--- config.mk ---
export PLATFORM = sky130hd
export DESIGN_NAME = waypoint_slot_table
export DESIGN_NICKNAME = d
export VERILOG_FILES = /design/src/rtl/wst_pkg.sv /design/src/rtl/wst_ram.sv /design/src/rtl/waypoint_slot_table.sv
export SDC_FILE = /design/constraint.sdc
export NUM_CORES = 2
export LEC_CHECK = 0
export BUFFER_PORTS_ARGS = -buffer_cell sky130_fd_sc_hd__buf_2
export CORE_MARGIN = 2
export CORE_UTILIZATION = 44
export DETAILED_ROUTE_END_ITERATION = 12
export PLACE_DENSITY_LB_ADDON = 0.05
export RECOVER_POWER = 50
export SETUP_SLACK_MARGIN = 0.3
export SLEW_MARGIN = 20
export SYNTH_ARGS = -nofsm -noshare
export SYNTH_HDL_FRONTEND = slang
export SYNTH_HIERARCHICAL = 1
export SYNTH_MEMORY_MAX_BITS = 65536
export SYNTH_SLANG_ARGS = --single-unit
--- constraint.sdc ---
create_clock -name clk -period 16.9 [get_ports clk]
set_input_delay 1.69 -clock clk [delete_from_list [all_inputs] [get_ports clk]]
set_output_delay 1.69 -clock clk [all_outputs]
set_load 0.02 [all_outputs]
--- src/rtl/wst_pkg.sv ---
package wst_pkg;

    localparam int NUM_SETS    = 8;
    localparam int IDS_PER_SET = 9;
    localparam int COORD_WIDTH = 32;

    localparam int CMD_W   = 3;
    localparam int SETNUM_W = 4;
    localparam int ID_W    = 4;
    localparam int POS_W   = 32;

    localparam int SET_IDX_W  = (NUM_SETS > 1) ? $clog2(NUM_SETS) : 1;
    localparam int SLOT_IDX_W = (IDS_PER_SET > 1) ? $clog2(IDS_PER_SET) : 1;
    localparam int SLOT_DEPTH = NUM_SETS * IDS_PER_SET;
    localparam int SLOT_ADDR_W = (SLOT_DEPTH > 1) ? $clog2(SLOT_DEPTH) : 1;
    localparam int SLOT_DATA_W = 2 * COORD_WIDTH;

    typedef enum logic [CMD_W-1:0] {
        CMD_ADD    = 3'd0,
        CMD_MOVE   = 3'd1,
        CMD_REMOVE = 3'd2,
        CMD_GET    = 3'd3,
        CMD_ROUTE  = 3'd4
    } cmd_t;

    typedef logic [IDS_PER_SET-1:0] used_mask_t;

endpackage

--- src/rtl/wst_ram.sv ---
module wst_ram #(
    parameter int WIDTH = 64,
    parameter int DEPTH = 72
) (
    input  logic                                   clk,
    input  logic                                   wr_en,
    input  logic [((DEPTH > 1) ? $clog2(DEPTH) : 1)-1:0] wr_addr,
    input  logic [WIDTH-1:0]                       wr_data,
    input  logic                                   rd_en,
    input  logic [((DEPTH > 1) ? $clog2(DEPTH) : 1)-1:0] rd_addr,
    output logic [WIDTH-1:0]                       rd_data
);

    logic [WIDTH-1:0] mem [DEPTH];

    always_ff @(posedge clk)
    begin
        if (wr_en)
        begin
            mem[wr_addr] <= wr_data;
        end
        if (rd_en)
        begin
            rd_data <= mem[rd_addr];
        end
    end

endmodule

--- src/rtl/waypoint_slot_table.sv ---
// Channel   Handshake            Fields
// command   start / busy         cmd, set_num, entry_id, pos_x, pos_y, route_value
// result    done (one cycle)     new_id, found, out_x, out_y, changed, route_out
//
// One transaction per cycle; busy stays low. The result appears in the cycle after
// acceptance, set by the registered read port of the position RAM.
// Used masks and route flags sit in flops and update at the accept edge, so a
// following transaction sees them; RAM writes land at the accept edge too.
// Reset clears masks, route flags and done; the position RAM is not cleared.
// The receiver cannot stall; each result is valid for exactly one cycle.
module waypoint_slot_table (
    input  logic                                clk,
    input  logic                                rst_n,
    input  logic                                start,
    output logic                                busy,
    input  logic [wst_pkg::CMD_W-1:0]           cmd,
    input  logic [wst_pkg::SETNUM_W-1:0]        set_num,
    input  logic [wst_pkg::ID_W-1:0]            entry_id,
    input  logic signed [wst_pkg::POS_W-1:0]    pos_x,
    input  logic signed [wst_pkg::POS_W-1:0]    pos_y,
    input  logic                                route_value,
    output logic                                done,
    output logic [wst_pkg::ID_W-1:0]            new_id,
    output logic                                found,
    output logic signed [wst_pkg::POS_W-1:0]    out_x,
    output logic signed [wst_pkg::POS_W-1:0]    out_y,
    output logic                                changed,
    output logic                                route_out
);

    localparam int CW = wst_pkg::COORD_WIDTH;

    wst_pkg::used_mask_t                  used_reg [wst_pkg::NUM_SETS];
    wst_pkg::used_mask_t                  used_next;
    logic                                 route_reg [wst_pkg::NUM_SETS];
    logic                                 route_next;

    logic                                 done_reg;
    logic [wst_pkg::ID_W-1:0]             new_id_reg;
    logic [wst_pkg::ID_W-1:0]             new_id_next;
    logic                                 found_reg;
    logic                                 found_next;
    logic                                 hit_reg;
    logic                                 hit_next;
    logic                                 changed_reg;
    logic                                 changed_next;
    logic                                 route_out_reg;
    logic                                 route_out_next;

    logic                                 accept;
    logic                                 set_ok;
    logic                                 id_ok;
    logic [wst_pkg::SETNUM_W-1:0]         set_m1;
    logic [wst_pkg::ID_W-1:0]             id_m1;
    logic [wst_pkg::SET_IDX_W-1:0]        si;
    logic [wst_pkg::SLOT_IDX_W-1:0]       idx;
    wst_pkg::used_mask_t                  cur_mask;
    logic                                 cur_used;
    logic                                 free_any;
    logic [wst_pkg::SLOT_IDX_W-1:0]       free_idx;
    logic [wst_pkg::SLOT_ADDR_W-1:0]      set_base;
    logic [wst_pkg::SLOT_ADDR_W-1:0]      id_addr;
    logic [wst_pkg::SLOT_ADDR_W-1:0]      free_addr;

    logic                                 wr_en;
    logic [wst_pkg::SLOT_ADDR_W-1:0]      wr_addr;
    logic [wst_pkg::SLOT_DATA_W-1:0]      wr_data;
    logic                                 rd_en;
    logic [wst_pkg::SLOT_DATA_W-1:0]      rd_data;

    assign busy   = 1'b0;
    assign accept = start && !busy;

    assign set_ok = (set_num >= wst_pkg::SETNUM_W'(1)) &&
                    (set_num <= wst_pkg::SETNUM_W'(wst_pkg::NUM_SETS));
    assign id_ok  = (entry_id >= wst_pkg::ID_W'(1)) &&
                    (entry_id <= wst_pkg::ID_W'(wst_pkg::IDS_PER_SET));
    assign set_m1 = set_num - wst_pkg::SETNUM_W'(1);
    assign id_m1  = entry_id - wst_pkg::ID_W'(1);
    assign si     = set_ok ? set_m1[wst_pkg::SET_IDX_W-1:0] : '0;
    assign idx    = id_m1[wst_pkg::SLOT_IDX_W-1:0];

    assign cur_mask = used_reg[si];
    assign cur_used = set_ok && id_ok && cur_mask[idx];

    always_comb
    begin
        free_any = 1'b0;
        free_idx = '0;
        for (int k = wst_pkg::IDS_PER_SET - 1; k >= 0; k--)
        begin
            if (!cur_mask[k])
            begin
                free_any = 1'b1;
                free_idx = wst_pkg::SLOT_IDX_W'(k);
            end
        end
    end

    assign set_base  = wst_pkg::SLOT_ADDR_W'(si) *
                       wst_pkg::SLOT_ADDR_W'(wst_pkg::IDS_PER_SET);
    assign id_addr   = set_base + wst_pkg::SLOT_ADDR_W'(idx);
    assign free_addr = set_base + wst_pkg::SLOT_ADDR_W'(free_idx);
    assign wr_data   = {pos_y[CW-1:0], pos_x[CW-1:0]};

    always_comb
    begin
        used_next      = cur_mask;
        route_next     = route_reg[si];
        new_id_next    = '0;
        found_next     = 1'b0;
        hit_next       = 1'b0;
        changed_next   = 1'b0;
        wr_en          = 1'b0;
        wr_addr        = id_addr;
        rd_en          = 1'b0;
        case (wst_pkg::cmd_t'(cmd))
            wst_pkg::CMD_ADD:
            begin
                if (set_ok && free_any)
                begin
                    used_next[free_idx] = 1'b1;
                    wr_en        = accept;
                    wr_addr      = free_addr;
                    new_id_next  = wst_pkg::ID_W'(free_idx) + wst_pkg::ID_W'(1);
                    changed_next = 1'b1;
                end
            end
            wst_pkg::CMD_MOVE:
            begin
                if (cur_used)
                begin
                    wr_en        = accept;
                    found_next   = 1'b1;
                    changed_next = 1'b1;
                end
            end
            wst_pkg::CMD_REMOVE:
            begin
                if (set_ok && id_ok)
                begin
                    used_next[idx] = 1'b0;
                end
                changed_next = 1'b1;
            end
            wst_pkg::CMD_GET:
            begin
                if (cur_used)
                begin
                    rd_en      = accept;
                    found_next = 1'b1;
                    hit_next   = 1'b1;
                end
            end
            wst_pkg::CMD_ROUTE:
            begin
                if (set_ok)
                begin
                    route_next   = route_value;
                    changed_next = 1'b1;
                end
            end
            default:
            begin
                used_next = cur_mask;
            end
        endcase
        route_out_next = set_ok && route_next;
    end

    always_ff @(posedge clk or negedge rst_n)
    begin
        if (!rst_n)
        begin
            done_reg <= 1'b0;
            for (int s = 0; s < wst_pkg::NUM_SETS; s++)
            begin
                used_reg[s]  <= '0;
                route_reg[s] <= 1'b0;
            end
        end
        else
        begin
            done_reg <= accept;
            if (accept && set_ok)
            begin
                used_reg[si]  <= used_next;
                route_reg[si] <= route_next;
            end
        end
    end

    always_ff @(posedge clk)
    begin
        if (accept)
        begin
            new_id_reg    <= new_id_next;
            found_reg     <= found_next;
            hit_reg       <= hit_next;
            changed_reg   <= changed_next;
            route_out_reg <= route_out_next;
        end
    end

    wst_ram #(
        .WIDTH (wst_pkg::SLOT_DATA_W),
        .DEPTH (wst_pkg::SLOT_DEPTH)
    ) u_pos_ram (
        .clk     (clk),
        .wr_en   (wr_en),
        .wr_addr (wr_addr),
        .wr_data (wr_data),
        .rd_en   (rd_en),
        .rd_addr (id_addr),
        .rd_data (rd_data)
    );

    assign done      = done_reg;
    assign new_id    = new_id_reg;
    assign found     = found_reg;
    assign changed   = changed_reg;
    assign route_out = route_out_reg;
    assign out_x     = hit_reg ? wst_pkg::POS_W'($signed(rd_data[CW-1:0])) : '0;
    assign out_y     = hit_reg ? wst_pkg::POS_W'($signed(rd_data[2*CW-1:CW])) : '0;

`ifndef SYNTHESIS
    a_done_follows_accept: assert property (@(posedge clk) disable iff (!rst_n)
        done |-> $past(start && !busy))
        else $error("result strobe without an accepted transaction");

    a_add_id_marks_change: assert property (@(posedge clk) disable iff (!rst_n)
        (done && new_id != '0) |-> (changed && !found))
        else $error("add result inconsistent");

    a_miss_gives_zero: assert property (@(posedge clk) disable iff (!rst_n)
        (done && !found) |-> (out_x == '0 && out_y == '0))
        else $error("position returned without a hit");

    a_single_ram_access: assert property (@(posedge clk) disable iff (!rst_n)
        !(wr_en && rd_en))
        else $error("read and write issued by one transaction");
`endif

endmodule
# ---- Word-level counts from Yosys, hierarchy flattened
# Memory sizes are Yosys's and may differ from the RTL's. A register that Yosys moved wholly into a read port is not among the register bits.
# Cells that the tools add are included.
dict set report totals {
  regBits 89
  mem_bits_rw 4608
  inputBits 79
  output_inout_bits 73
  mem_count 1
}
# memory words width rd rd_ports_with_merged_regs wr line_no
set mem_list {}
lappend mem_list {u_pos_ram.mem 72 64 1 1 1 wst_ram.sv:14} ;# logic [WIDTH-1:0] mem [DEPTH];
dict set report op_classes {
  n_addsub 5
  n_mul 1
  magnitude_cmp 10
  n_eq_ne 4
  n_mux 56
  n_bitwise 4
  reduce_logical 13
}
# op n
set ops {}
lappend ops {{72-bit bitwise mux} 1}
lappend ops {{32-bit 2-to-1 mux} 2}
lappend ops {{9-bit 2-to-1 mux} 5}
lappend ops {{4-bit 2-to-1 mux} 9}
lappend ops {{9-bit binary-select mux with 3-bit select} 1}
lappend ops {{9-bit demux with 3-bit select} 1}
lappend ops {{1-bit 2-to-1 mux} 25}
lappend ops {{9-bit case mux with 2 select lines} 1}
lappend ops {{4-bit by 1-bit greater-or-equal comparator with 1-bit output (second input constant)} 4}
lappend ops {{7-bit by 4-bit adder with 7-bit output} 2}
lappend ops {{7-bit 2-to-1 mux} 2}
lappend ops {{1-bit logical AND} 10}
lappend ops {{4-bit by 5-bit < comparator with 1-bit output (second input constant)} 2}
lappend ops {{9-bit bitwise AND} 1}
lappend ops {{9-bit inverter} 1}
lappend ops {{9-bit OR} 1}
lappend ops {{8-bit bitwise mux} 1}
lappend ops {{1-bit demux with 4-bit select} 2}
lappend ops {{4-bit less-or-equal comparator (second input constant)} 2}
lappend ops {{3-bit by 4-bit multiplier with 7-bit output (second input constant)} 1}
lappend ops {{3-bit by 2-bit == test with 1-bit output (second input constant)} 2}
lappend ops {{4-bit by 1-bit adder with 4-bit output (second input constant)} 1}
lappend ops {{1-bit binary-select mux with 4-bit select} 1}
lappend ops {{4-bit greater-or-equal comparator (second input constant)} 1}
lappend ops {{other kinds (14)} 14}

# ---- Longest topological paths before layout
dict set report depth {
  ltp_word 24
  ltp_mapped 24
  mapped_depth_nobuf 23
}

# ---- Hierarchy
# Netlist, hierarchy kept.
# mod instances cells_each area_per_inst_um2 seq_area_each_um2
set modules_own_cells {}
lappend modules_own_cells {wst_ram 1 7835 177745.5 140294.6}
lappend modules_own_cells {waypoint_slot_table 1 621 5600.4 2267.2}

# ---- Least setup slack after synthesis
# No wires, ideal clock.
dict set report synth_timing {
  path_kind {in2reg}
  start {input port set_num[0] (netlist name)}
  end {register u_pos_ram.rd_data[0] (read register of u_pos_ram.mem), enable pin}
  setup_ns 0.647
  arrival_ns 10.493
  required_time_ns 16.253
  setup_slack_ns 5.760
  stages 13
  path_buffers 3
  cell_sequence {clkinv_1 > ha_1 > clkbuf_1 > nor2_1 > and2_1 > clkbuf_1 > clkbuf_1 > nand2_1 > a31oi_1 > mux4_2 > a32o_1 > a21oi_2 > nor4bb_1}
}
dict set report synth_via {
  elab_chain_cells 12
}
# item line_no
set synth_lines {}
lappend synth_lines {{start: declaration} waypoint_slot_table.sv:17} ;# input logic [wst_pkg::SETNUM_W-1:0] set_num,
lappend synth_lines {{4-bit by 1-bit greater-or-equal comparator with 1-bit output or 4-bit less-or-equal comparator (tied branches)} {waypoint_slot_table.sv:74, waypoint_slot_table.sv:75}}
lappend synth_lines {{1-bit logical AND} waypoint_slot_table.sv:74} ;# assign set_ok = (set_num >= wst_pkg::SETNUM_W'(1)) &&
lappend synth_lines {{3-bit 2-to-1 mux} waypoint_slot_table.sv:80} ;# assign si = set_ok ? set_m1[wst_pkg::SET_IDX_W-1:0] : '0;
lappend synth_lines {{3-bit inverter with 4-bit output (implied by the code)} waypoint_slot_table.sv:83} ;# assign cur_mask = used_reg[si];
lappend synth_lines {{9-bit binary-select mux with 3-bit select} waypoint_slot_table.sv:83}
lappend synth_lines {{9-bit 2-to-1 mux (implied by the code) (2 in series)} waypoint_slot_table.sv:83}
lappend synth_lines {{1-bit binary-select mux with 4-bit select} waypoint_slot_table.sv:84} ;# assign cur_used = set_ok && id_ok && cur_mask[idx];
lappend synth_lines {{1-bit 2-to-1 mux (implied by the code)} waypoint_slot_table.sv:84}
lappend synth_lines {{1-bit logical AND (*)} waypoint_slot_table.sv:84}
lappend synth_lines {{1-bit 2-to-1 mux (*)} waypoint_slot_table.sv:148} ;# if (cur_used)
lappend synth_lines {{1-bit 2-to-1 mux (*)} waypoint_slot_table.sv:117} ;# case (wst_pkg::cmd_t'(cmd))
lappend synth_lines {{net rd_en} waypoint_slot_table.sv:68} ;# logic rd_en;
lappend synth_lines {{end: declaration} wst_ram.sv:11} ;# output logic [WIDTH-1:0] rd_data
# Mark *: on every way through the listed nets, which the timed path passes. The rest lies on a longest branch. The select of a mux whose other input is x is not followed.
# A chain may end at the register's enable or synchronous reset.

# ---- Worst setup path after layout
dict set report layout_timing {
  start {input port set_num[0] (netlist name)}
  end {memory u_pos_ram.mem[60][53], enable pin}
}
# item line_no
set layout_lines {}
lappend layout_lines {{4-bit by 1-bit greater-or-equal comparator with 1-bit output or 4-bit less-or-equal comparator (tied branches)} {waypoint_slot_table.sv:74, waypoint_slot_table.sv:75}}
lappend layout_lines {{1-bit logical AND} waypoint_slot_table.sv:74}
lappend layout_lines {{3-bit 2-to-1 mux} waypoint_slot_table.sv:80}
lappend layout_lines {{3-bit inverter with 4-bit output (implied by the code)} waypoint_slot_table.sv:83}
lappend layout_lines {{9-bit binary-select mux with 3-bit select} waypoint_slot_table.sv:83}
lappend layout_lines {{9-bit 2-to-1 mux (implied by the code) (2 in series)} waypoint_slot_table.sv:83}
lappend layout_lines {{4-bit 2-to-1 mux or 1-bit 2-to-1 mux (tied branches) (9 in series)} waypoint_slot_table.sv:92} ;# if (!cur_mask[k])
lappend layout_lines {{7-bit by 4-bit adder with 7-bit output or 1-bit logical AND (tied branches)} {waypoint_slot_table.sv:103, waypoint_slot_table.sv:120}}
lappend layout_lines {{7-bit 2-to-1 mux} waypoint_slot_table.sv:120} ;# if (set_ok && free_any)
lappend layout_lines {{7-bit 2-to-1 mux (*)} waypoint_slot_table.sv:117}
lappend layout_lines {{net wr_addr, one bit} waypoint_slot_table.sv:66} ;# logic [wst_pkg::SLOT_ADDR_W-1:0] wr_addr;
lappend layout_lines {{end: declaration} wst_ram.sv:14}
# Marks and branches as above.

==> impl_metrics.csv <==
group,metric,value,unit
run_status,outcome,"complete, but fails checks",
run_status,violations,"max-capacitance violations, max-slew violations",
pwr,leakage,0.0665,µW
sta,rsz0062_at_grt,"no",
floorplan,dieArea,0.422,mm²
hold_path,whs_endpoint,"route_reg[4]",
sta,timing.hold.ws,0.486,ns
place,post-place-ws,5.18,ns
floorplan,start_util,44.1,%
detailed_routing,drt-initial-drc-count,11588,
detailed_routing,ant_nets,0,
sta,period_needed,11.18,ns
sta,period_share,66.1,%
hold_path,hp-class,"register to register",
pwr,pwr-share-seq,46.9,%
synth,yosys.area_share.adder,0.145,%
final_layout,finish.net_count,9080,
worst_setup_path,endpoint_kind,"register",
worst_setup_path,cp.arrival,11.82,ns
synth,ys_ff_latch,4761,
clocking,cts_tree,"done",
sta,slew_violations,4719,
final_layout,num-fill-cells,33486,
synth,syn_nets,8555,
worst_setup_path,crit_buf_inv,4,
synth,syn_avg_cell_area,21.7,µm²
pwr,p_comb_share,14.0,%
clocking,clock_sinks,4761,
worst_setup_path,reg2reg_to,"u_pos_ram/mem[60][53]",
final_layout,drive_gt1_share,23.0,%
place,gp_congestion,0.806,
place,numPortBuffers,150,
clocking,clock-root-buffer,"clkbuf_16",
detailed_routing,wl_met3,43300,µm
floorplan,die_h,650,µm
worst_setup_path,path_max_fanout,44,
global_routing,antenna_found_initial,57,
clocking,insertion_delay,1.05,ns
worst_setup_path,slowest_stage,"nor2_4",
worst_setup_path,worst-r2r-setup-slack,8.70,ns
floorplan,rows,237,
synth,yosysSeqAreaShare,77.8,%
pwr,p_sw,7310,µW
detailed_routing,vias,92736,
worst_setup_path,worstReg2RegStart,"used_reg[43]",
synth,synth-main-ff-cell,"edfxtp_1",
sta,skew,0.0457,ns
worst_setup_path,start_kind,"primary input",
worst_setup_path,crit_required,17.54,ns
final_layout,layout_commonest_cell,"edfxtp_1",
final_layout,syn_to_final_growth,13.4,%
pwr,pwr_density_cell,135,mW/mm²
synth,synth_cell_types,77,
worst_setup_path,slowest_delay,1.13,ns
floorplan,coreArea,0.416,mm²
synth,synth-edff-count,4680,
worst_setup_path,reg2regPathDepth,17,
detailed_routing,routed_wl,581000,µm
global_routing,grt_pass1_vias,91978,
final_layout,largest_reg_flops,4608,
sta,setup_tns,0,ns
sta,fmaxAchievable,89.5,MHz
clocking,clock_path_buffers,4,
floorplan,die_x,650,µm
detailed_routing,viasPerCell,6.22,
synth,muxShareOfSynthArea,15.8,%
detailed_routing,top_layer,"met5",
clocking,cts_buffers,524,
floorplan,ios,152,
sta,max_slew_margin,-192,%
clocking,ctsResizeCount,0,
global_routing,grt_max_degree,113,
clocking,htree_levels,6,
pwr,power.internal,20700,µW
global_routing,grt_pass1_wl,790000,µm
sta,final-hold-violation-count,0,
detailed_routing,drc,0,
hold_path,holdPathStages,2,
final_layout,most-common-layout-cells,"edfxtp_1 (4680), mux4_2 (925), mux2i_1 (733), clkbuf_16 (536), buf_4 (254)",
sta,setup_viol,0,
synth,synth_top_family_by_area,"multiplexers",
clocking,cts_setup_buffers,0,
detailed_routing,wl_per_cell,39.0,µm
detailed_routing,dr.pass1.iters,5,
worst_setup_path,path_cells,"clkbuf_1 > clkinv_1 > ha_1 > nand2b_1 > o22a_1 > clkinv_1 > o311ai_0 > a211oi_1 > nand2b_1 > a21oi_1 > o21ai_0 > a21oi_1 > ha_1 > a21o_1 > a21o_1 > nand2b_1 > nand4_1 > a21oi_1 > xnor2_1 > o21ai_0 > nor2b_1 > nand3_1 > nor2_4 > buf_4",
place,place_hpwl,325000,µm
sta,finalWorstSetupSlack,5.72,ns
synth,synth_compound_area_share,3.08,%
run,drv_cap,69,
global_routing,overflow,0,
pwr,power_switching_share,26.1,%
synth,synth-xor-area-share,0.0525,%
detailed_routing,drt-met1-wl,242000,µm
sta,worstMarginPinSlew,4.38,ns
synth,syn-cell-area,0.183,mm²
synth,async_flop_share,1.70,%
worst_setup_path,crit_type,"primary input to register",
clocking,cts_hold_buffers,0,
synth,syn_inst,8456,
hold_path,hold_start,"route_reg[4]",
synth,synthSimpleGateAreaFrac,1.80,%
worst_setup_path,path_delay_family,"compound AO/OA/AOI/OAI gates",
pwr,peakVddDrop,0.0962,mV
clocking,cts.reportedPaths.clkPinSlew,0.05,ns
detailed_routing,met2_length,281000,µm
synth,yosysWarningCount,6,
global_routing,grt.total_usage,27.2,%
pwr,clkPwrFrac,39.1,%
how the worst max path moves through the flow:
stage                    start                     to  slack (ns)  cells after the start
floorplan           set_num[0]   u_pos_ram/rd_data[0]        5.76                     13
global placement    set_num[0]  u_pos_ram/mem[61][10]        5.29                     23
detailed placement  set_num[0]  u_pos_ram/mem[61][10]        5.18                     24
CTS                 set_num[0]  u_pos_ram/mem[60][43]        6.25                     24
global route        set_num[0]  u_pos_ram/mem[60][53]        5.35                     24
finish              set_num[0]  u_pos_ram/mem[60][53]        5.72                     24
worst register-to-register path, stage by stage (launching register included):
cell,delay [ns]
dfrtp_1,0.37
nand3b_1,0.11
o311ai_0,0.17
a211oi_1,0.56
nand2_1,0.18
nor4_1,0.78
nor2b_4,0.11
ha_1,0.38
a21o_1,0.14
nand2b_1,0.14
nand4_1,0.11
a21oi_1,0.30
xnor2_1,0.10
o21ai_0,0.95
nor2b_1,0.45
nand3_1,0.81
nor2_4,1.14
buf_4,0.92
power by group through the flow:
stage          combinational, µW  sequential (µW)  clock (µW)
2_1_floorplan               2220            13300           0
5_1_grt                     4090            13100       11600
3_3_place_gp                3950            13300           0
4_1_cts                     3980            13100       11100
3_5_place_dp                3970            13300           0
6_report                    3920            13100       10900
kinds of logic (layout without fill, tap and decap cells):
logic type / count (synthesis) / count (layout)
AOI/OAI and AO/OA: 774 / 774
and+or+nand+nor: 677 / 677
xor gates and xnor gates: 11 / 11
adders and majority gates: 20 / 20
DFF: 4761 / 4761
muxes: 1725 / 1725
buffers and inverters: 487 / 1414
other: 1 / 22
synth_stat cells (58+ instances only):
cell type | n | share of area (%)
mux2_2 | 66 | 0.41
nand2_1 | 225 | 0.46
clkbuf_1 | 192 | 0.39
buf_2 | 155 | 0.42
a22oi_1 | 147 | 0.60
a221oi_1 | 104 | 0.50
mux4_2 | 925 | 11
o21ai_0 | 95 | 0.26
mux2i_1 | 733 | 4.0
dfrtp_1 | 81 | 1.1
and2_1 | 69 | 0.24
edfxtp_1 | 4680 | 77
o22ai_1 | 131 | 0.45
nor2_1 | 167 | 0.34
buf_4 | 76 | 0.31
a21oi_1 | 58 | 0.16
area by class of cell:
type,count,area [µm²],area share [%]
diodes,21,52.6,0.0253
inverters,19,86.3,0.0415
repair buffers,467,3180,1.53
clock inverters,250,2280,1.10
well taps,5497,6880,3.31
multi-input cells,3208,39000,18.7
flip-flops and latches,4761,143000,68.6
clock buffers,678,13900,6.71
routing by layer:
layer,GRT usage (%),up-vias
met5,0,-
met4,6.47,6
met3,4.23,708
met2,44.3,4103
met1,38.8,51204
li1,-,36715
metrics by stage:
stage,instance area [µm²],util (%),power (µW),instances
5_1_grt,208000,50.0,28800,14885
3_5_place_dp,192000,46.2,17300,13951
4_1_cts,208000,50.1,28200,14879
6_report,208000,50.0,28000,14901
3_3_place_gp,192000,46.2,17300,13948
2_1_floorplan,183000,-,15500,8456
Note: power is estimated with default switching activity, not from simulation.
